**src/hw/rtl/lru_pkg.sv**
```systemverilog
`default_nettype none

package lru_pkg;

    // list geometry
    localparam int SLOTS        = 16;
    localparam int PAGE_ID_BITS = 8;
    localparam int IDX_W        = $clog2(SLOTS);
    localparam int CNT_W        = $clog2(SLOTS + 1);

    // fixed field widths on the ports
    localparam int PAGE_W   = 8;
    localparam int STATUS_W = 2;

    typedef logic [PAGE_ID_BITS-1:0] page_t;

    // action codes
    localparam logic ACT_TOUCH = 1'b0;
    localparam logic ACT_EVICT = 1'b1;

    // result status codes
    localparam logic [STATUS_W-1:0] ST_TOUCHED = 2'd0;
    localparam logic [STATUS_W-1:0] ST_VICTIM  = 2'd1;
    localparam logic [STATUS_W-1:0] ST_EMPTY   = 2'd2;
    localparam logic [STATUS_W-1:0] ST_FULL    = 2'd3;

    typedef enum logic [1:0] {
        CTL_IDLE,
        CTL_SEARCH,
        CTL_UPDATE
    } lru_state_t;

    // controller -> datapath
    typedef struct packed {
        logic load;    // capture the incoming item
        logic search;  // register the match vector
        logic commit;  // update list and load result register
    } lru_cmd_t;

    // datapath -> controller
    typedef struct packed {
        logic out_free;  // result register can take a new result this cycle
    } lru_stat_t;

endpackage

`default_nettype wire

```
**src/hw/rtl/lru_ctrl.sv**
```systemverilog
`default_nettype none

module lru_ctrl
    import lru_pkg::*;
(
    input  wire logic      clk,
    input  wire logic      rst_n,
    input  wire logic      in_valid,
    output logic           in_ready,
    input  wire lru_stat_t stat,
    output lru_cmd_t       cmd
);

    lru_state_t state_reg;
    lru_state_t state_next;

    always_ff @(posedge clk or negedge rst_n)
    begin
        if (!rst_n)
        begin
            state_reg <= CTL_IDLE;
        end
        else
        begin
            state_reg <= state_next;
        end
    end

    // next state
    always_comb
    begin
        state_next = state_reg;
        case (state_reg)
            CTL_IDLE:
            begin
                if (in_valid)
                begin
                    state_next = CTL_SEARCH;
                end
            end
            CTL_SEARCH:
            begin
                state_next = CTL_UPDATE;
            end
            CTL_UPDATE:
            begin
                // wait here while the previous result is still unclaimed
                if (stat.out_free)
                begin
                    state_next = CTL_IDLE;
                end
            end
            default:
            begin
                state_next = CTL_IDLE;
            end
        endcase
    end

    // outputs
    always_comb
    begin
        in_ready   = 1'b0;
        cmd.load   = 1'b0;
        cmd.search = 1'b0;
        cmd.commit = 1'b0;
        case (state_reg)
            CTL_IDLE:
            begin
                in_ready = 1'b1;
                cmd.load = in_valid;
            end
            CTL_SEARCH:
            begin
                cmd.search = 1'b1;
            end
            CTL_UPDATE:
            begin
                cmd.commit = stat.out_free;
            end
            default:
            begin
                in_ready = 1'b0;
            end
        endcase
    end

endmodule

`default_nettype wire

```
**src/hw/rtl/lru_datapath.sv**
```systemverilog
`default_nettype none

module lru_datapath
    import lru_pkg::*;
(
    input  wire logic                clk,
    input  wire logic                rst_n,
    input  wire lru_cmd_t            cmd,
    output lru_stat_t                stat,
    input  wire logic                in_action,
    input  wire logic [PAGE_W-1:0]   in_page,
    output logic                     out_valid,
    input  wire logic                out_ready,
    output logic [STATUS_W-1:0]      out_status,
    output logic [PAGE_W-1:0]        out_victim
);

    // list storage: entry 0 is least recent
    page_t              list_reg [SLOTS];
    page_t              entries_next [SLOTS];
    logic [CNT_W-1:0]   count_reg;
    logic [CNT_W-1:0]   count_next;

    // captured item
    logic               action_reg;
    page_t              page_reg;

    // one-hot (or zero) position of the touched page; the list holds no duplicates
    logic [SLOTS-1:0]   match_reg;
    logic [SLOTS-1:0]   match_next;

    // result register
    logic                out_valid_reg;
    logic [STATUS_W-1:0] out_status_reg;
    logic [PAGE_W-1:0]   out_victim_reg;
    logic [STATUS_W-1:0] status_next;
    logic [PAGE_W-1:0]   victim_next;

    assign stat.out_free = !out_valid_reg || out_ready;
    assign out_valid     = out_valid_reg;
    assign out_status    = out_status_reg;
    assign out_victim    = out_victim_reg;

    // parallel compare against the live entries
    always_comb
    begin
        for (int k = 0; k < SLOTS; k++)
        begin
            match_next[k] = (CNT_W'(k) < count_reg) && (list_reg[k] == page_reg);
        end
    end

    // list update: close the gap at the removed entry, then append at the tail
    always_comb
    begin
        logic [SLOTS-1:0] remove;
        logic             found;
        logic             seen;
        logic             wr_en;
        logic [CNT_W-1:0] cnt_after;

        remove      = '0;
        seen        = 1'b0;
        found       = |match_reg;
        wr_en       = 1'b0;
        cnt_after   = count_reg;
        count_next  = count_reg;
        status_next = ST_TOUCHED;
        victim_next = '0;

        if (action_reg == ACT_EVICT)
        begin
            if (count_reg == '0)
            begin
                status_next = ST_EMPTY;
            end
            else
            begin
                status_next = ST_VICTIM;
                victim_next = PAGE_W'(list_reg[0]);
                remove      = '1;
                count_next  = count_reg - CNT_W'(1);
            end
        end
        else
        begin
            // entries at and above the hit slide down by one
            for (int k = 0; k < SLOTS; k++)
            begin
                seen      = seen | match_reg[k];
                remove[k] = seen;
            end
            if (found)
            begin
                cnt_after = count_reg - CNT_W'(1);
            end
            if (cnt_after == CNT_W'(SLOTS))
            begin
                status_next = ST_FULL;
            end
            else
            begin
                status_next = ST_TOUCHED;
                wr_en       = 1'b1;
                count_next  = cnt_after + CNT_W'(1);
            end
        end

        for (int k = 0; k < SLOTS; k++)
        begin
            if (wr_en && (cnt_after == CNT_W'(k)))
            begin
                entries_next[k] = page_reg;
            end
            else if (remove[k] && (k + 1 < SLOTS))
            begin
                entries_next[k] = list_reg[(k + 1) % SLOTS];
            end
            else
            begin
                entries_next[k] = list_reg[k];
            end
        end
    end

    // control state
    always_ff @(posedge clk or negedge rst_n)
    begin
        if (!rst_n)
        begin
            count_reg     <= '0;
            out_valid_reg <= 1'b0;
        end
        else
        begin
            if (cmd.commit)
            begin
                count_reg     <= count_next;
                out_valid_reg <= 1'b1;
            end
            else if (out_ready)
            begin
                out_valid_reg <= 1'b0;
            end
        end
    end

    // payload
    always_ff @(posedge clk)
    begin
        if (cmd.load)
        begin
            action_reg <= in_action;
            page_reg   <= PAGE_ID_BITS'(in_page);
        end
        if (cmd.search)
        begin
            match_reg <= match_next;
        end
        if (cmd.commit)
        begin
            list_reg       <= entries_next;
            out_status_reg <= status_next;
            out_victim_reg <= victim_next;
        end
    end

endmodule

`default_nettype wire

```
**src/hw/rtl/lru_page_replacement_top.sv**
```systemverilog
`default_nettype none

// LRU replacement list for up to SLOTS page ids, least recent first.
//
// Input stream (s_axis): one item per request. tuser = action (touch or
// evict), tdata = page id. A touch moves the page to the most-recent end,
// adding it if absent unless the list is full; an evict pops the least
// recently used page. Output stream (m_axis): exactly one result item per
// input item, in order. tuser = status (touched, victim, empty, full),
// tdata = victim page id, zero unless the status is victim.
//
// Timing: an accepted item is searched in the next cycle (parallel compare
// of all live entries into a match register) and then committed, loading
// the result register, which presents the result. A new item is accepted
// only after the previous one is committed, set by the accept/search/commit
// sequence of the controller. The output register lets the next item be
// accepted and searched while the previous result waits.
// Stalls: if m_axis_tready stays low, the commit waits until the result
// register frees up, and input acceptance stops behind it.
// Reset (rst_n low, async): list empty, no result pending, controller idle.

module lru_page_replacement_top
    import lru_pkg::*;
(
    input  wire logic                clk,
    input  wire logic                rst_n,
    input  wire logic                s_axis_tvalid,
    output logic                     s_axis_tready,
    input  wire logic [7:0]          s_axis_tdata,   // [7:0] page_id
    input  wire logic [0:0]          s_axis_tuser,   // [0] action
    output logic                     m_axis_tvalid,
    input  wire logic                m_axis_tready,
    output logic [7:0]               m_axis_tdata,   // [7:0] victim_page
    output logic [1:0]               m_axis_tuser    // [1:0] status
);

    // List contents are not cleared at reset; only entries below the count
    // are ever read.

    lru_cmd_t  cmd;
    lru_stat_t stat;

    lru_ctrl u_ctrl (
        .clk      (clk),
        .rst_n    (rst_n),
        .in_valid (s_axis_tvalid),
        .in_ready (s_axis_tready),
        .stat     (stat),
        .cmd      (cmd)
    );

    lru_datapath u_datapath (
        .clk        (clk),
        .rst_n      (rst_n),
        .cmd        (cmd),
        .stat       (stat),
        .in_action  (s_axis_tuser[0]),
        .in_page    (s_axis_tdata),
        .out_valid  (m_axis_tvalid),
        .out_ready  (m_axis_tready),
        .out_status (m_axis_tuser),
        .out_victim (m_axis_tdata)
    );

endmodule

`default_nettype wire

```
**config.mk**
```make
export PLATFORM = sky130hd
export DESIGN_NAME = lru_page_replacement_top
export DESIGN_NICKNAME = d
export VERILOG_FILES = /design/src/hw/rtl/lru_pkg.sv /design/src/hw/rtl/lru_ctrl.sv /design/src/hw/rtl/lru_datapath.sv /design/src/hw/rtl/lru_page_replacement_top.sv
export SDC_FILE = /design/constraint.sdc
export NUM_CORES = 1
export LEC_CHECK = 0
export BUFFER_PORTS_ARGS = -buffer_cell sky130_fd_sc_hd__buf_4
export CAP_MARGIN = 0
export CORE_MARGIN = 2
export CORE_UTILIZATION = 30
export CTS_BUF_LIST = sky130_fd_sc_hd__clkbuf_2
export DETAILED_ROUTE_END_ITERATION = 6
export HOLD_SLACK_MARGIN = 0.1
export RECOVER_POWER = 50
export SLEW_MARGIN = 20
export SYNTH_ARGS = -nofsm -noshare
export SYNTH_HDL_FRONTEND = slang
export SYNTH_SLANG_ARGS = --single-unit
```
**constraint.sdc**
```tcl
create_clock -name clk -period 3.95 [get_ports clk]
set_input_delay 0.79 -clock clk [delete_from_list [all_inputs] [get_ports clk]]
set_output_delay 0.79 -clock clk [all_outputs]
set_load 0.05 [all_outputs]
```
Word level (Yosys, flattened, before mapping)
Cells that the tools add are included.
Widths: inputs -> output; s select.
Word-level totals
  register bits: 171
  input port bits: 13
  output and inout bits: 12
  word-level logic and storage cells: 220
Cells by class
  add/sub/neg operators: 2
  $lt $le $gt $ge: 16
  eq/ne operators: 38
  muxes and demuxes: 52
  bitwise gates (word level): 15
  reductions and logical operators: 73
Operator list (number)
  $mux 8: 30
  $eq 8x8->1: 16
  $eq 5x4->1 const B: 8
  $lt 4x5->1 const A: 8
  $reduce_and 2->1: 17
  $logic_and 1x1->1: 32
  $reduce_bool 2->1: 16
  $mux 15: 2
  $mux 5: 6
  $eq 5x3->1 const B: 4
  $lt 3x5->1 const A: 4
  $reduce_or 16->1: 1
  $or 1x1->1: 14
  $eq 5x2->1 const B: 2
  $logic_not 5->1: 2
  $lt 1x5->1 const A: 2
  $lt 2x5->1 const A: 2
  $mux 2: 5
  $mux 1: 8
  $pmux 2 s3: 1
  $add 5x1->5 const B: 1
  $eq 5x1->1 const B: 1
  $eq 5x5->1 const B: 1
  $sub 5x1->5 const B: 1
  10 further kinds: 12

Longest topological paths before layout
  depth after elaboration: 17
  depth in mapped cells: 13
  depth with buffers taken out: 12

Hierarchy
A second synthesis with hierarchy kept.
Unflattened totals
  cells, all modules: 739
  area total of the unflattened synthesis: 9560.4 µm²
By module, submodules not included
  lru_datapath: times used 1, cells an instance 729, area each 9457.8 µm²
  lru_ctrl: times used 1, cells an instance 10, area each 102.6 µm²

Worst setup path after synthesis
No wires, ideal clock.
  path kind: register to register
  start point: register u_datapath.count_reg[0]
  end point: register u_datapath.list_reg[100] (netlist name), enable pin
  setup time: 0.378 ns
  data arrival time: 2.885 ns
  data required time: 3.572 ns
  slack: 0.687 ns
  stages on the path, launching flop included: 9
  buffers on the path: 2
  cells stage by stage: dfrtp_1 > clkbuf_1 > inv_1 > ha_1 > clkbuf_1 > or3_1 > o21ai_0 > nand4_2 > a31oi_1
On the way
  cells in the longest elaborated chain, start to end: 9
  elaborated cells between the ends (all ways): 14
  classes of those cells: add/sub (1); eq/ne (2); mux (7); reduce/logical (4)
Ends and longest elaborated chain
  start: declaration: line lru_datapath.sv:21  | logic [CNT_W-1:0] count_reg;
  start signal: assignment: line lru_datapath.sv:138  | count_reg <= count_next;
  $sub 5x1->5: line lru_datapath.sv:95  | cnt_after = count_reg - CNT_W'(1);
  $mux 5: line lru_datapath.sv:93  | if (found)
  $mux 5: line lru_datapath.sv:71  | if (action_reg == ACT_EVICT)
  $eq 5x5->1: line lru_datapath.sv:97  | if (cnt_after == CNT_W'(SLOTS))
  $mux 1: line lru_datapath.sv:97
  $mux 1: line lru_datapath.sv:71
  $logic_and 1x1->1: line lru_datapath.sv:111  | if (wr_en && (cnt_after == CNT_W'(k)))
  $reduce_bool 2->1 (no source line) (*)
  $reduce_and 2->1 (no source line) (*)
  end signal: assignment: line lru_datapath.sv:162  | list_reg <= entries_next;
  end: declaration: line lru_datapath.sv:19  | page_t list_reg [SLOTS];
Mark *: on every way between the ends. The rest lies on a longest branch, timed or not. The select of a mux whose other input is x is not followed.
A chain may end at the register's enable or synchronous reset.

Worst setup path after layout
  start point: register u_datapath.match_reg[0]
  end point: register u_datapath.list_reg[47] (netlist name), enable pin
On the way
  cells in the longest elaborated chain, start to end: 13
  elaborated cells between the ends (all ways): 22
  classes of those cells: eq/ne (2); mux (6); bitwise (10); reduce/logical (4)
Ends and longest elaborated chain
  start: declaration: line lru_datapath.sv:29  | logic [SLOTS-1:0] match_reg;
  start signal: assignment: line lru_datapath.sv:158  | match_reg <= match_next;
  $or 1x1->1 (10 in series): line lru_datapath.sv:90  | seen = seen | match_reg[k];
  $mux 15: line lru_datapath.sv:71
  $reduce_bool 2->1 (no source line) (*)
  $reduce_and 2->1 (no source line) (*)
Marked as above.

==> results.sh <==
export IMPL_ios=25
export IMPL_cts_tree="built"
export IMPL_maxCapViolations=2
export IMPL_holdWs_ns=0.229
export IMPL_route_detailed_drc=0
export IMPL_outcome="complete, but fails checks"
export IMPL_crit_arrival_ns=4.18
export IMPL_leakagePower_nw=3.34
export IMPL_hold_viol_final=0
export IMPL_clk_latency_ns=0.80
export IMPL_worstPathRequired_ns=4.46
export IMPL_cts_sinks=171
export IMPL_viasPerCell=4.95
export IMPL_seq_area_frac_synth_pct=53.5
export IMPL_start_util_pct=30.3
export IMPL_place_hpwl_um=15200
export IMPL_drive_above_1_share_pct=26.5
export IMPL_worstMarginPinSlew_ns=2.15
export IMPL_reg2reg_from="u_datapath.match_reg[0]"
export IMPL_synth_avg_cell_area_um2=13.2
export IMPL_max_vdd_ir_drop_mv=0.228
export IMPL_htree_levels=4
export IMPL_cts_buffer_depth=2
export IMPL_cellPowerDensity_nw_per_um2=564
export IMPL_worst_setup_path_end_kind="flop"
export IMPL_grt_usage_pct=13.1
export IMPL_max_slew_margin_pct=-43.4
export IMPL_firstDrtPassIters=5
export IMPL_routedWlPerCell_um=18.0
export IMPL_r2r_end="u_datapath.list_reg[47]"
export IMPL_synth_fp_nets=741
export IMPL_synth_top_cell_area_share_pct=51.4
export IMPL_core_area_um2=31400
export IMPL_critPathCapture="u_datapath.list_reg[47]"
export IMPL_antenna_found_initial=1
export IMPL_io_buffers=24
export IMPL_finalCritPeriodShare_pct=92.8
export IMPL_synthFlopType="edfxtp_1"
export IMPL_setup_violations_final=0
export IMPL_cts_buffers=17
export IMPL_dieArea_um2=33200
export IMPL_fp_dieW_um=182
export IMPL_netlist_area_um2=9520
export IMPL_grt_pass1_vias=5916
export IMPL_cts_root_buf="clkbuf_2"
export IMPL_crit_fanout=9
export IMPL_grt_start_max_net_pins=33
export IMPL_yosysUniqueCellTypes=65
export IMPL_rsz0062_at_grt="false"
export IMPL_synth_top_cell_by_area="edfxtp_1"
export IMPL_grt_pass1_wl_um=33800
export IMPL_period_needed_ns=3.67
export IMPL_wl_um=21200
export IMPL_ctsResizeCount=0
export IMPL_synth_cells=723
export IMPL_grt_overflow=0
export IMPL_r2r_slack_ns=0.28
export IMPL_final_net_count=779
export IMPL_area_growth_pct=9.58
export IMPL_drtIter0Drc=429
export IMPL_largest_reg_flops=128
export IMPL_hold_path_class="primary input to flop"
export IMPL_dieHeight_um=182
export IMPL_fmax_mhz=273
export IMPL_r2r_worst_path_cells=7
export IMPL_hold_start="s_axis_tvalid"
export IMPL_rows=65
export IMPL_ant_nets=0
export IMPL_dr_total_vias=5844
export IMPL_synth_edf_count=163
export IMPL_slew_violations=51
export IMPL_critPathKind="flop to flop"
export IMPL_yosysWarnings=0
export IMPL_gp_congestion=0.907
export IMPL_crit_path_start_kind="flop"
export IMPL_ys_seq_elements=171
export IMPL_tns_ns=0
export IMPL_violations="max-capacitance violations, max-slew violations"
export IMPL_skew_ns=0.0727
export IMPL_crit_path_start="u_datapath.match_reg[0]"
export IMPL_synthTopCellsByArea="edfxtp_1 (51%), mux2_2 (13%), xnor2_1 (9.9%)"
export IMPL_synthArstFlopShare_pct=4.68
export IMPL_path_clk_slew_ns=0.30
-- report_power, final --
part           total (mW)  leakage, nW  internal, mW  switching [mW]
Sequential           2.69         1.60          2.45           0.239
Combinational        2.20         1.58         0.866            1.34
Clock               0.993        0.153         0.269           0.724
Total                5.88         3.34          3.59            2.30
-- area by class of cell --
type	count	area, um2
Tap cell	402	503
Inverter	10	37.5
Multi-Input combinational cell	490	4060
Timing Repair Buffer	71	472
Sequential cell	171	5090
Clock inverter	15	176
Antenna cell	5	12.5
Fill cell	3147	21000
Clock buffer	17	85.1
-- placed cells by master, fill, tap and decap left out, types with 5 or more instances in the layout --
cell / n
xnor2_1: 108
dfrtp_1: 8
dlygate4sd3_1: 10
a31oi_1: 9
clkbuf_1: 23
nand2_1: 22
clkbuf_4: 9
nor4_1: 11
a211oi_1: 6
xor2_1: 27
buf_4: 29
o211ai_1: 6
mux2_4: 7
nor3_1: 16
nand2b_1: 5
inv_1: 10
and2_0: 6
diode_2: 5
ha_1: 5
nand3_1: 16
nor2_1: 15
edfxtp_1: 163
a21oi_1: 16
mux2_2: 112
clkbuf_2: 17
nand4_1: 29
o21ai_0: 15
-- per-stage QoR --
step / util, % / instance area [um2] / setup WS, ns / power [mW] / cells
after CTS: 33.8 / 10600 / 0.387 / 6.06 / 1176
after floorplan: - / 9520 / 0.687 / 4.39 / 723
after global routing: 33.2 / 10400 / 0.0891 / 6.23 / 1181
after global placement: 32.7 / 10300 / 0.594 / 5.06 / 1134
final: 33.2 / 10400 / 0.284 / 5.88 / 1181
after detailed placement: 32.7 / 10300 / 0.480 / 5.05 / 1134
-- critical path: stages (launching register included) --
cell      delay (ns)
edfxtp_1        0.50
nor4_1          0.59
and3_1          0.45
a21oi_2         0.21
o31ai_1         0.66
nand4_2         0.44
a31oi_1         0.32
buf_4           0.22
-- repair_timing --
action	CTS	global route
hold buffers	10	0
setup buffers	0	0
setup endpoints to repair	0	0
endpoints found under the hold margin	17	0
-- routing by layer --
| metal | global-route usage, % | up-vias | wire length [um] | share of wire [%] |
|---|---|---|---|---|
| met4 | 3.97 | 0 | 333 | 1.6 |
| met5 | 0 | - | 0 | 0 |
| met3 | 2.59 | 20 | 782 | 3.7 |
| met1 | 17.8 | 2909 | 10300 | 48 |
| met2 | 21.2 | 124 | 9820 | 46 |
| li1 | - | 2791 | - | - |
-- worst min path at each step --
stage	to	slack (ns)	cells after the start
floorplan	u_datapath.list_reg[0]	0.42	0
global placement	u_datapath.out_valid	0.51	2
detailed placement	u_datapath.out_valid	0.55	2
CTS	u_ctrl.state_reg[0]	0.15	2
global route	u_ctrl.state_reg[0]	0.15	2
finish	u_ctrl.state_reg[0]	0.23	2
-- cells in the mapped netlist, drive strengths merged, types with 4 or more instances --
| master | instances |
|---|---|
| a211oi | 6 |
| a21oi | 17 |
| a31oi | 9 |
| and2 | 10 |
| buf | 18 |
| clkbuf | 34 |
| dfrtp | 8 |
| edfxtp | 163 |
| ha | 5 |
| inv | 10 |
| mux2 | 121 |
| nand2 | 22 |
| nand2b | 5 |
| nand3 | 17 |
| nand4 | 30 |
| nor2 | 16 |
| nor3 | 17 |
| nor4 | 11 |
| o211ai | 7 |
| o21ai | 18 |
| o31ai | 4 |
| or2 | 4 |
| or3 | 4 |
| xnor2 | 109 |
| xor2 | 27 |
-- logic make-up after synthesis --
| kind of cell | after synthesis | synth area share [%] |
|---|---|---|
| flip-flops | 171 | 53.5 |
| AND/OR/NAND/NOR | 146 | 9.08 |
| XOR/XNOR | 136 | 12.7 |
| multiplexers | 124 | 14.9 |
| AO/OA/AOI/OAI | 79 | 6.33 |
| buffers and inverters | 62 | 2.80 |
| adder cells (fa/ha/maj) | 5 | 0.657 |
(Power assumes the default switching activity.)
